File: src/rtl/adtad_pkg.sv
`timescale 1ns / 1ps
`default_nettype none
// ----------------------------------------------------------------------------
// adtad_pkg
// shared types, constants and the delta rom of the table audio decoder
// ----------------------------------------------------------------------------
package adtad_pkg;

  localparam int TABLE_SLOTS       = 256;
  localparam int ENTRIES_PER_TABLE = 8;
  localparam int MAX_DEFINED       = 11;
  localparam int STORE_SIZE        = TABLE_SLOTS * ENTRIES_PER_TABLE + MAX_DEFINED + 1;
  localparam int ADDR_W            = $clog2(STORE_SIZE);
  localparam int GROUP_W           = $clog2(ENTRIES_PER_TABLE);

  localparam logic [15:0] MARK        = 16'hFFFF;
  localparam logic [7:0]  OP_DEFINE_LO = 8'hF4;
  localparam logic [7:0]  OP_LITERAL   = 8'hFF;
  localparam logic [7:0]  DEFINE_BIAS  = 8'hF3;
  localparam logic [GROUP_W-1:0] MARK_SLOT = GROUP_W'(5);

  typedef logic [15:0] rom_t [256];

  // fixed point recipe, evaluated at elaboration
  function automatic rom_t build_rom();
    rom_t             r;
    int               pos [128];
    longint unsigned  step;
    longint unsigned  c52;
    longint unsigned  num;
    int               inc;
    logic [31:0]      v;
    step = ((64'd22 << 36) / 64'd10) + 64'd1;
    c52  = ((64'd52 << 36) + 64'd50) / 64'd100;
    pos[0] = 0;
    for (int i = 1; i < 128; i++) begin
      inc = 1;
      num = 64'd105650 - 64'd22 * 64'(i - 1);
      if (i >= 6) begin
        inc = int'((step - c52) >> 36);
      end
      pos[i] = pos[i-1] + inc;
      step = (step * num + 64'd50000) / 64'd100000;
    end
    r[0]   = 16'd0;
    r[128] = 16'd0;
    for (int i = 1; i < 128; i++) begin
      v = 32'(pos[i]) << 1;
      r[128+i] = v[15:0];
      r[128-i] = 16'(32'd0 - v);
    end
    return r;
  endfunction

  localparam rom_t DELTA_ROM = build_rom();

  typedef enum logic [1:0] {
    PH_OPCODE  = 2'd0,
    PH_LITERAL = 2'd1,
    PH_INDEX   = 2'd2,
    PH_ENTRIES = 2'd3
  } phase_t;

  typedef enum logic [3:0] {
    OP_NONE,
    OP_CAPTURE,
    OP_SET_DEFINE,
    OP_SET_BASE,
    OP_WR_ENTRY,
    OP_WR_MARK,
    OP_WALK_BYTE,
    OP_SCAN_STEP,
    OP_EMIT_STEP,
    OP_EMIT_LIT,
    OP_CLR_CTRL,
    OP_CLR_STEP
  } dp_op_t;

  typedef struct packed {
    dp_op_t op;
    logic   phase_we;
    phase_t phase_val;
  } dp_cmd_t;

  typedef struct packed {
    logic   byte_replay;
    logic   byte_literal;
    logic   last;
    phase_t phase;
    logic   entry_done;
    logic   scan_stop;
    logic   walk_empty;
    logic   emit_final;
    logic   out_free;
    logic   clr_done;
  } dp_status_t;

endpackage
`default_nettype wire

File: src/rtl/adtad_ctrl.sv
`timescale 1ns / 1ps
`default_nettype none
// ----------------------------------------------------------------------------
// adtad_ctrl
// sequencer: byte decode, table definition, walk scan and sample emission
// ----------------------------------------------------------------------------
module adtad_ctrl
  import adtad_pkg::*;
(
  input  wire logic       clk,
  input  wire logic       rst,
  input  wire logic       in_valid,
  output logic            in_stall,
  input  wire dp_status_t status,
  output dp_cmd_t         cmd
);

  typedef enum logic [10:0] {
    S_CLEAR    = 11'b000_0000_0001,
    S_IDLE     = 11'b000_0000_0010,
    S_DECODE   = 11'b000_0000_0100,
    S_LIT      = 11'b000_0000_1000,
    S_WR_ENTRY = 11'b000_0001_0000,
    S_WR_MARK  = 11'b000_0010_0000,
    S_SC_WAIT  = 11'b000_0100_0000,
    S_SC_CHK   = 11'b000_1000_0000,
    S_EM_WAIT  = 11'b001_0000_0000,
    S_EM_OUT   = 11'b010_0000_0000,
    S_FINISH   = 11'b100_0000_0000
  } state_t;

  state_t state;
  state_t state_next;

  always_ff @(posedge clk) begin
    if (rst) begin
      state <= S_CLEAR;
    end else begin
      state <= state_next;
    end
  end

  always_comb begin
    state_next    = state;
    cmd.op        = OP_NONE;
    cmd.phase_we  = 1'b0;
    cmd.phase_val = PH_OPCODE;
    in_stall      = 1'b1;
    case (state)
      S_CLEAR: begin
        cmd.op = OP_CLR_STEP;
        if (status.clr_done) begin
          state_next = S_IDLE;
        end
      end
      S_IDLE: begin
        in_stall = 1'b0;
        if (in_valid) begin
          cmd.op     = OP_CAPTURE;
          state_next = S_DECODE;
        end
      end
      S_DECODE: begin
        case (status.phase)
          PH_OPCODE: begin
            if (status.byte_replay) begin
              cmd.op     = OP_WALK_BYTE;
              state_next = S_SC_WAIT;
            end else if (status.byte_literal) begin
              cmd.phase_we  = 1'b1;
              cmd.phase_val = PH_LITERAL;
              state_next    = S_FINISH;
            end else begin
              cmd.op        = OP_SET_DEFINE;
              cmd.phase_we  = 1'b1;
              cmd.phase_val = PH_INDEX;
              state_next    = S_FINISH;
            end
          end
          PH_LITERAL: begin
            cmd.phase_we  = 1'b1;
            cmd.phase_val = PH_OPCODE;
            state_next    = S_LIT;
          end
          PH_INDEX: begin
            cmd.op = OP_SET_BASE;
            if (status.last) begin
              state_next = S_WR_MARK;
            end else begin
              cmd.phase_we  = 1'b1;
              cmd.phase_val = PH_ENTRIES;
              state_next    = S_FINISH;
            end
          end
          default: begin
            state_next = S_WR_ENTRY;
          end
        endcase
      end
      S_LIT: begin
        if (status.out_free) begin
          cmd.op     = OP_EMIT_LIT;
          state_next = S_FINISH;
        end
      end
      S_WR_ENTRY: begin
        cmd.op = OP_WR_ENTRY;
        if (status.entry_done) begin
          state_next = S_WR_MARK;
        end else begin
          state_next = S_FINISH;
        end
      end
      S_WR_MARK: begin
        cmd.op        = OP_WR_MARK;
        cmd.phase_we  = 1'b1;
        cmd.phase_val = PH_OPCODE;
        state_next    = S_SC_WAIT;
      end
      S_SC_WAIT: begin
        state_next = S_SC_CHK;
      end
      S_SC_CHK: begin
        cmd.op = OP_SCAN_STEP;
        if (!status.scan_stop) begin
          state_next = S_SC_WAIT;
        end else if (status.walk_empty) begin
          state_next = S_FINISH;
        end else begin
          state_next = S_EM_WAIT;
        end
      end
      S_EM_WAIT: begin
        state_next = S_EM_OUT;
      end
      S_EM_OUT: begin
        if (status.out_free) begin
          cmd.op = OP_EMIT_STEP;
          if (status.emit_final) begin
            state_next = S_FINISH;
          end else begin
            state_next = S_EM_WAIT;
          end
        end
      end
      S_FINISH: begin
        if (status.last) begin
          cmd.op     = OP_CLR_CTRL;
          state_next = S_CLEAR;
        end else begin
          state_next = S_IDLE;
        end
      end
      default: begin
        state_next = S_CLEAR;
      end
    endcase
  end

endmodule
`default_nettype wire

File: config.mk
export PLATFORM = sky130hd
export DESIGN_NAME = adtad_ctrl
export DESIGN_NICKNAME = d
export VERILOG_FILES = /design/src/rtl/adtad_pkg.sv /design/src/rtl/adtad_ctrl.sv
export SDC_FILE = /design/constraint.sdc
export NUM_CORES = 1
export LEC_CHECK = 0
export BUFFER_PORTS_ARGS = -buffer_cell sky130_fd_sc_hd__buf_2
export CAP_MARGIN = 20
export CORE_ASPECT_RATIO = 1.5
export CORE_MARGIN = 2
export CORE_UTILIZATION = 42
export DETAILED_ROUTE_END_ITERATION = 16
export PLACE_DENSITY = 0.71
export SETUP_SLACK_MARGIN = 0.3
export SYNTH_ARGS = -nofsm -noshare
export SYNTH_HDL_FRONTEND = slang
export SYNTH_SLANG_ARGS = --single-unit
File: constraint.sdc
create_clock -name clk -period 5.6 [get_ports clk]
set_clock_uncertainty 0.2 [all_clocks]
set_input_delay 0.56 -clock clk [delete_from_list [all_inputs] [get_ports clk]]
set_output_delay 0.56 -clock clk [all_outputs]
set_load 0.1 [all_outputs]
==> metrics, run 1 <==
HP Class=input pin to flop; Final Hold Slack=about 0.35 ns; initial antenna violation count=0; WL met3=106 um; Period minus WS final=3.399 ns; Hold Crit Start=status[0]; proportion of synthesized area in mux cells=0%; die area=around 2600 sq um; post-synthesis adder-cell area fraction=0%; I/O Pins=22; setup ws final=approximately 2.2 ns; Die Y=~62 um; Worst Path Max Fanout=10; Least-Margin Pin Slew=about 0.53 ns; Syn Inst Count=126; drt pass-1 iters=4; Nets=157; WL final=roughly 2500 um; post-cts resize count=0; vias in the first global route=a little over 900; simple-gate share of the synthesized area=about 47%; Synth Area in Compound Gates=around a fifth; Worst EP arrival=2.64 ns; cts hold-fix bufs=0; Pins Over Slew Limit=0; layout cell share with drive strength beyond 1=a little over a fifth; Worst R2R Start=state[9]$_SDFFE_PP0P_; CTS clk-pin slew, worst paths=around 0.07 ns; final hold violations=0; Largest register FFs=11; Area growth syn-to-layout=12.48%; post-CTS setup buffers=0; largest net degree at the start of global routing=13; Startpoint Class=flop; EDFF count, synth=0; pre-CTS setup slack=about 2.5 ns; final setup TNS=0 ns; Metal-1 WL=~1100 um; DP HPWL=1910 um; ys flop type=dfxtp_1; register area=220.2 sq um; status=complete, no violations; final setup vio count=0; Netlist cell types=39; average wire per standard cell=between 15 and 20 um; Slowest-stage cell, CP=or4_4; Highest Signal Layer=met4; drt drc=0; MaxCap Viol Count=0; Crit. Startpoint=state[7]$_SDFFE_PP0P_; CTS buffer count=3; Top Registers=state: 11 flops; critical-path cell list=or4_4 -> nor4_4 -> nand2_2 -> or3_1 -> o31ai_1 -> buf_2; Post-Route Utilization=51.10%; H-tree Lvls=1; CP Class=flop to output port; Max Clock Freq=294.2 MHz; largest family of logic cells by synthesized area=simple AND/OR/NAND/NOR gates; met2 wire length=between 1000 and 1500 um; Initial Utilization=a little under half; CTS root buf=clkbuf_4; placer congestion estimate=slightly above 0.9; Final Total Pwr=between 0.2 and 0.3 mW; clock net sink count=11; Ant. Diodes=0; first-pass GRT wire length=~4000 um; vias per cell=between 6 and 7; gr usage total=20.21%; Max Buffers Root-to-Sink=2; Synth warnings=0; Core Area=between 2000 and 2500 sq um; worst vdd ir=0.0001658 V; Worst path max stage delay=roughly 0.58 ns; Top reg by flops=state; Buffers on Ports=21; Power Dens Cells=around 250 nW/um^2; 1st-iter DRT viols=44; TritonCTS clock tree=built; P_leak=roughly 0.43 nW; Post-Synth XOR/XNOR Area=approximately 3.8%; total gr overflow=0; Crit. End Element=output port; Filler cells=around 230; vias=~1000; ys async rst share=0%; worst endpoint required time=4.84 ns; final period utilization=between 60 and 70%; normalized max-slew margin=64.72%; Rows=20; Synth Cell Area=932.1 sq um; unrepaired setup endpoints after global routing=false; syn_nets=140; Chip Width=roughly 42 um; sequential share of the synthesized area=23.62%; Yosys reg bits=11; Syn Area/Cell=between 7 and 8 sq um; Routed Antenna Nets=0; Clk Latency, worst-skew pair=~0.27 ns; multi-input gate area in the final layout=approximately 660 sq um
report_power, final:
group / total (mW) / internal, mW / leakage [nW] / switching [mW]
Sequential: 0.0881 / 0.0809 / 0.0891 / 0.00717
Clock: 0.0560 / 0.0276 / 0.0150 / 0.0284
Combinational: 0.116 / 0.0290 / 0.322 / 0.0867
Total: 0.260 / 0.137 / 0.426 / 0.122
cell usage after synthesis, drive strengths merged, types with 4 or more instances:
library cell   n  area, sq um
nor2          14        52.55
dfxtp         11        220.2
a21oi          9        45.04
nand2          8        32.54
clkbuf         7        26.28
nor3b          7        52.55
o21ai          7        35.03
nand3          6        30.03
nand4b         6        52.55
nor3           6        30.03
nand4          4        25.02
xor2           4        35.03
critical path, delay by kind of cell, from the launching register on:
family / cells / cell delay (ns)
flip-flops: 1 / 0.39
AO/OA/AOI/OAI: 1 / 0.10
buffers and inverters: 1 / 0.48
AND/OR/NAND/NOR: 4 / 1.40
metrics by stage:
step	cells	cell area (sq um)
after CTS	164	1049
after detailed placement	160	1022
after global placement	160	1022
after floorplan	126	932.1
after global routing	164	1049
final	164	1049
cell families (layout without fill, tap and decap cells):
kind of cell / count (synthesis) / in the layout
buf+inv: 11 / 27
simple gates: 71 / 71
xor+xnor: 4 / 4
compound gates: 29 / 29
flops: 11 / 11
routing by layer:
metal | track usage, % | vias to the layer above
met5 | 0 | -
met4 | 11.16 | 0
met3 | 2.312 | 6
met2 | 36.92 | 33
met1 | 23.09 | 484
li1 | - | 510
cell type report:
type	instances	share of cell area, %
clock buffer	4	2.506
multi-input combinational	104	63.13
tap	22	2.625
inverter	2	0.7160
timing repair buffer	21	10.02
sequential	11	21.00
cell usage in the layout (no fill, tap or decap), types with 2 or more instances in the layout:
master	n
nor4_1	2
inv_1	2
dfxtp_1	11
clkbuf_4	3
nand2_1	7
o21ai_0	7
nand4_1	4
or3_1	2
o311ai_0	2
nor2_1	14
nor3_1	6
a221o_1	2
nor3b_1	7
nand3_1	6
and2b_1	3
buf_2	21
or2_2	2
xor2_1	4
nand3b_1	2
a21oi_1	9
nand4b_1	6
nor4b_1	2
nand2b_1	2
path summary, 6_finish.rpt:
kind	to	slack, ns	cells past startpoint
setup / recovery	cmd[5]	2.20	6
setup reg to reg	state[8]$_SDFFE_PP0P_	3.38	6
hold / removal	state[1]$_SDFFE_PP0P_	0.35	3
hold reg to reg	state[7]$_SDFFE_PP0P_	0.37	1
Power figures use the tool's default switching activity.
==> run 2, diff against run 1 <==
- ABC_AREA: default -> 1
- PLACE_DENSITY: 0.71 -> 0.73
- clock period: 5.6 -> 2.9 ns (I/O delays scaled with it)
==> metrics, run 2 <==
status=complete, no violations (unchanged); Netlist cell types=28 (was 39); final hold violations=0 (unchanged); Buffers on Ports=21 (unchanged); most common cell after layout, fill and taps aside=nand2_1 (was buf_2); post-CTS setup buffers=0 (unchanged); ys flop type=dfxtp_1 (unchanged); 1st-iter DRT viols=18 (was 44); Core Area=2260 sq um (was 2052 sq um); vias=1049 (was 1033); syn_nets=170 (was 140); unrepaired setup endpoints after global routing=false (unchanged); average wire per standard cell=12.74 um (was 15.38 um); clock net sink count=11 (unchanged); Syn Inst Count=156 (was 126); Post-DP Area=1171 sq um (was 1022 sq um); layout cell share with drive strength beyond 1=33.89% (was 21.13%); Startpoint Class=flop (unchanged); cts hold-fix bufs=0 (unchanged); Worst Path Max Fanout=4 (was 10); setup ws final=0.5133 ns (was 2.201 ns); most common cell in the netlist=nand2_1 (was nor2_1); Final Total Pwr=0.8069 mW (was 0.2598 mW); gr usage total=20.32% (was 20.21%); CTS clk-pin slew, worst paths=0.08 ns (was 0.07 ns); final setup TNS=0 ns (unchanged); largest area contributor in the netlist=dfxtp_1 (unchanged); Period minus WS final=2.387 ns; Yosys reg bits=11 (unchanged); first-pass GRT wire length=4298 um (was 4036 um); drt drc=0 (unchanged); Rows=21 (was 20); Area growth syn-to-layout=18.44% (was 12.48%); Nets=195 (was 157); Die Y=64.09 um (was 61.70 um); sequential share of the synthesized area=21.78% (was 23.62%); ys async rst share=0% (unchanged); Least-Margin Pin Slew=0.4861 ns (was 0.5252 ns); Pins Over Slew Limit=0 (unchanged); CTS root buf=clkbuf_4 (unchanged); worst vdd ir=0.0005140 V (was 0.0001658 V); EDFF count, synth=0 (unchanged); Max Clock Freq=between 400 and 500 MHz; CTS buffer count=3 (unchanged); Syn Area/Cell=6.481 sq um (was 7.398 sq um); total gr overflow=0 (unchanged); Ant. Diodes=0 (unchanged); Chip Width=44.06 um (was 42.47 um); Crit. End Element=output port (unchanged); die area=2824 sq um (was 2620 sq um); Routed Antenna Nets=0 (unchanged); MaxCap Viol Count=0 (unchanged); I/O Pins=22 (unchanged); Top Registers=state: 11 flops (unchanged); HP Class=input pin to flop (unchanged); largest net degree at the start of global routing=11 (was 13); most common library cells after synthesis=nand2_1 (33), inv_1 (25), nor2_1 (17) (was nor2_1 (14), dfxtp_1 (11), a21oi_1 (9)); pre-CTS setup slack=0.7337 ns (was 2.507 ns); final instance area=1197 sq um (was 1049 sq um); vias in the first global route=1050 (was 922); Area contributors post-synth=dfxtp_1 (22%), nand2_1 (12%), inv_1 (9.3%) (was dfxtp_1 (24%), nor2_1 (5.6%), nor3b_1 (5.6%)); Post-Route Utilization=52.99% (was 51.10%); Synth warnings=0 (unchanged); post-cts resize count=0 (unchanged); vias per cell=5.167 (was 6.299); Initial Utilization=44.74% (was 45.43%); initial antenna violation count=0 (unchanged); Largest register FFs=11 (unchanged); normalized max-slew margin=67.81% (was 64.72%); worst endpoint required time=2.41 ns (was 4.84 ns); Power Dens Cells=673.9 nW/um^2 (was 247.8 nW/um^2); CP Class=flop to output port (unchanged); TritonCTS clock tree=built (unchanged); Placed Cells=199 (was 160); H-tree Lvls=1 (unchanged); Synth top area share=21.78% (was 23.62%); P_leak=0.5994 nW (was 0.4262 nW); Synth Cell Area=1011 sq um (was 932.1 sq um); DP HPWL=2188 um (was 1910 um); final setup vio count=0 (unchanged); WL final=2586 um (was 2522 um); most frequent cells in the layout=nand2_1 (33), inv_1 (25), buf_2 (21), nor2_1 (17), nand3_1 (13) (was buf_2 (21), nor2_1 (14), dfxtp_1 (11), a21oi_1 (9)); placer congestion estimate=0.9163 (was 0.9098); drt pass-1 iters=5 (was 4); Worst EP arrival=1.90 ns (was 2.64 ns); Top reg by flops=state (unchanged); final period utilization=between 80% and 90%; Clk Latency, worst-skew pair=0.29 ns (was 0.27 ns); Max Buffers Root-to-Sink=2 (unchanged); post-route insts no fill=203 (was 164); Final Hold Slack=0.08509 ns (was 0.3478 ns)
-- run 2: cell types whose count changed in the layout (fill, tap and decap cells not counted), sizes merged, moves of 3 or more --
cell	delta
a21oi	-3
xor2	-4
and2b	-3
nor2	+11
nand4b	-6
nand2	+39
nor3b	-6
nand3	+11
o21ai	-3
inv	+25
-- run 2: worst paths after layout --
kind                              start                    end  slack, ns  depth (start not counted)
setup / recovery  state[8]$_SDFFE_PP0P_                 cmd[3]       0.51                          8
hold / removal                status[5]  state[5]$_SDFFE_PP0P_       0.09                          3
setup reg to reg  state[0]$_SDFFE_PP1P_  state[0]$_SDFFE_PP1P_       1.21                         11
hold reg to reg   state[9]$_SDFFE_PP0P_  state[9]$_SDFFE_PP0P_       0.31                          2
-- run 2: cells by family (layout without fill, tap and decap cells) --
logic type	Yosys count	count (layout)	synth area share, %
buffers and inverters	28	52	10.40
and+or+nand+nor	101	101	57.55
DFF	11	11	21.78
AOI/OAI and AO/OA	16	16	10.27
-- run 2: cell type report --
| cell class | count | area (sq um) |
|---|---|---|
| Fill cell | 232 | 1062 |
| Multi-Input combinational cell | 117 | 713.2 |
| Sequential cell | 11 | 222.7 |
| Timing Repair Buffer | 21 | 105.1 |
| Inverter | 27 | 101.3 |
| Tap cell | 23 | 28.78 |
| Clock buffer | 4 | 26.28 |
-- run 2: report_power, final --
group | internal (mW) | switching (mW) | leakage [nW]
sequential | 0.163 | 0.0125 | 0.0901
combinational | 0.115 | 0.399 | 0.494
clock | 0.0536 | 0.0637 | 0.0150
-- run 2: worst max-delay path, cell delays in order (launching register included) --
cell       delay, ns
dfxtp_1         0.35
nor2_2          0.16
nand2_4         0.10
nor2_2          0.16
nand2_1         0.13
nand2_2         0.11
nor2_1          0.07
o2111ai_2       0.07
buf_2           0.44
-- run 2: per-layer routing --
metal	track usage (%)	vias up	routed length, um	part of all wire, %
li1	-	552	-	-
met1	21.24	454	977	38
met4	12.88	0	99	3.8
met2	36.76	32	1405	54
met3	1.695	11	103	4.0
met5	0	-	0	0
==> run 3, diff against run 2 <==
- PLACE_DENSITY: 0.73 -> 0.7
- clock period: 2.9 -> 2.31 ns (I/O delays scaled with it)
==> metrics, run 3 (synthesis results as in run 2) <==
Ant. Diodes=0 (unchanged); Routed Antenna Nets=0 (unchanged); sw power=0.6506 mW (was 0.4754 mW); HP Class=input pin to flop (unchanged); final period utilization=roughly nine tenths; part of the power in the clock network=10.9% (was 14.5%); Power Internal=0.5693 mW (was 0.3316 mW); gr usage total=23.88% (was 20.32%); Top reg by flops=state (unchanged); final instance area=1458 sq um (was 1197 sq um); CP Class=flop to output port (unchanged); Buffers on Ports=21 (unchanged); setup ws final=0.1881 ns (was 0.5133 ns); Placed Cells=199 (unchanged); most frequent cells in the layout=nand2_1 (30), inv_1 (25), buf_2 (14), nor2_1 (12) (was nand2_1 (33), inv_1 (25), buf_2 (21), nor2_1 (17), nand3_1 (13)); share of total power in combinational logic=70.7% (was 63.7%); Filler cells=185 (was 232); Crit. End Element=output port (unchanged); vias=1164 (was 1049); average wire per standard cell=14.79 um (was 12.74 um); pre-CTS setup slack=0.2686 ns (was 0.7337 ns); Rows=21 (unchanged); first-pass GRT wire length=4974 um (was 4298 um); placer congestion estimate=0.8875 (was 0.9163); CTS clk-pin slew, worst paths=0.07 ns (was 0.08 ns); largest net degree at the start of global routing=11 (unchanged); worst vdd ir=0.0009031 V (was 0.0005140 V); Worst EP arrival=1.69 ns (was 1.90 ns); Pins Over Slew Limit=0 (unchanged); Chip Width=44.06 um (unchanged); Final Total Pwr=1.220 mW (was 0.8069 mW); Area growth syn-to-layout=44.18% (was 18.44%); WL final=3164 um (was 2586 um); drt pass-1 iters=6 (was 5); die area=2824 sq um (unchanged); final hold violations=0 (unchanged); total gr overflow=0 (unchanged); 1st-iter DRT viols=43 (was 18); Power Dens Cells=836.9 nW/um^2 (was 673.9 nW/um^2); Worst Path Max Fanout=4 (unchanged); sw frac=53.33% (was 58.91%); Least-Margin Pin Slew=0.4853 ns (was 0.4861 ns); drt drc=0 (unchanged); Top Registers=state: 11 flops (unchanged); CTS root buf=clkbuf_4 (unchanged); clock net sink count=11 (unchanged); Startpoint Class=flop (unchanged); Final Hold Slack=0.02417 ns (was 0.08509 ns); Max Clock Freq=roughly 470 MHz; Max Buffers Root-to-Sink=2 (unchanged); vias in the first global route=1118 (was 1050); P_leak=0.6855 nW (was 0.5994 nW); Post-DP Area=1239 sq um (was 1171 sq um); vias per cell=5.439 (was 5.167); final setup TNS=0 ns (unchanged); Post-Route Utilization=64.51% (was 52.99%); I/O Pins=22 (unchanged); post-route insts no fill=214 (was 203); Initial Utilization=44.74% (unchanged); final setup vio count=0 (unchanged); initial antenna violation count=0 (unchanged); normalized max-slew margin=67.87% (was 67.81%); unrepaired setup endpoints after global routing=true (was false); TritonCTS clock tree=built (unchanged); Nets=206 (was 195); Core Area=2260 sq um (unchanged); Period minus WS final=about 2.1 ns; CTS buffer count=3 (unchanged); sequential share of power=18.4% (was 21.7%); most common cell after layout, fill and taps aside=nand2_1 (unchanged); Die Y=64.09 um (unchanged); H-tree Lvls=1 (unchanged); cts hold-fix bufs=0 (unchanged); DP HPWL=2242 um (was 2188 um); layout cell share with drive strength beyond 1=46.60% (was 33.89%); Largest register FFs=11 (unchanged); Clk Latency, worst-skew pair=0.27 ns (was 0.29 ns); setup slack, reg-to-reg=0.52 ns (was 1.21 ns); MaxCap Viol Count=0 (unchanged); worst endpoint required time=1.88 ns (was 2.41 ns); status=complete, no violations (unchanged)
[run 3: per-layer routing]
layer | routed length (um) | global-route usage, %
met5 | 0 | 0
met4 | 174 | 16.67
met3 | 155 | 3.955
met2 | 1711 | 40.44
met1 | 1122 | 25.65
[run 3: area by class of cell]
| type | instances | area [sq um] | share of cell area, % |
|---|---|---|---|
| multi-input combinational | 117 | 785.8 | 53.91 |
| timing repair buffer | 32 | 284.0 | 19.48 |
| sequential | 11 | 229.0 | 15.71 |
| inverter | 27 | 103.9 | 7.124 |
| tap | 23 | 28.78 | 1.974 |
| clock buffer | 4 | 26.28 | 1.803 |
[run 3: final timing paths]
path                                from                      to  cells after the start
setup reg to reg   state[3]$_SDFFE_PP0P_  state[10]$_SDFFE_PP0P_                     11
hold reg to reg    state[9]$_SDFFE_PP0P_   state[9]$_SDFFE_PP0P_                      2
setup / recovery  state[10]$_SDFFE_PP0P_                  cmd[4]                      6
hold / removal                 status[5]   state[5]$_SDFFE_PP0P_                      3
[run 3: power groups by stage]
stage	clock network (mW)	logic, mW	registers (mW)
3_5_place_dp	0	0.747	0.226
4_1_cts	0.135	0.824	0.223
5_1_grt	0.141	0.906	0.228
3_3_place_gp	0	0.744	0.225
6_report	0.133	0.862	0.225
2_1_floorplan	0	0.561	0.222
[run 3: what timing repair did]
action	in CTS	in global routing
pin swaps	7	5
buffers inserted	7	4
endpoints found under the setup margin	7	7
gates resized for setup	23	9
[run 3: critical path, cell delays in order (launching register included)]
cell	delay [ns]
dfxtp_2	0.38
nor3b_1	0.35
nand3_1	0.17
nand2_1	0.08
inv_1	0.07
o211ai_1	0.15
buf_12	0.22
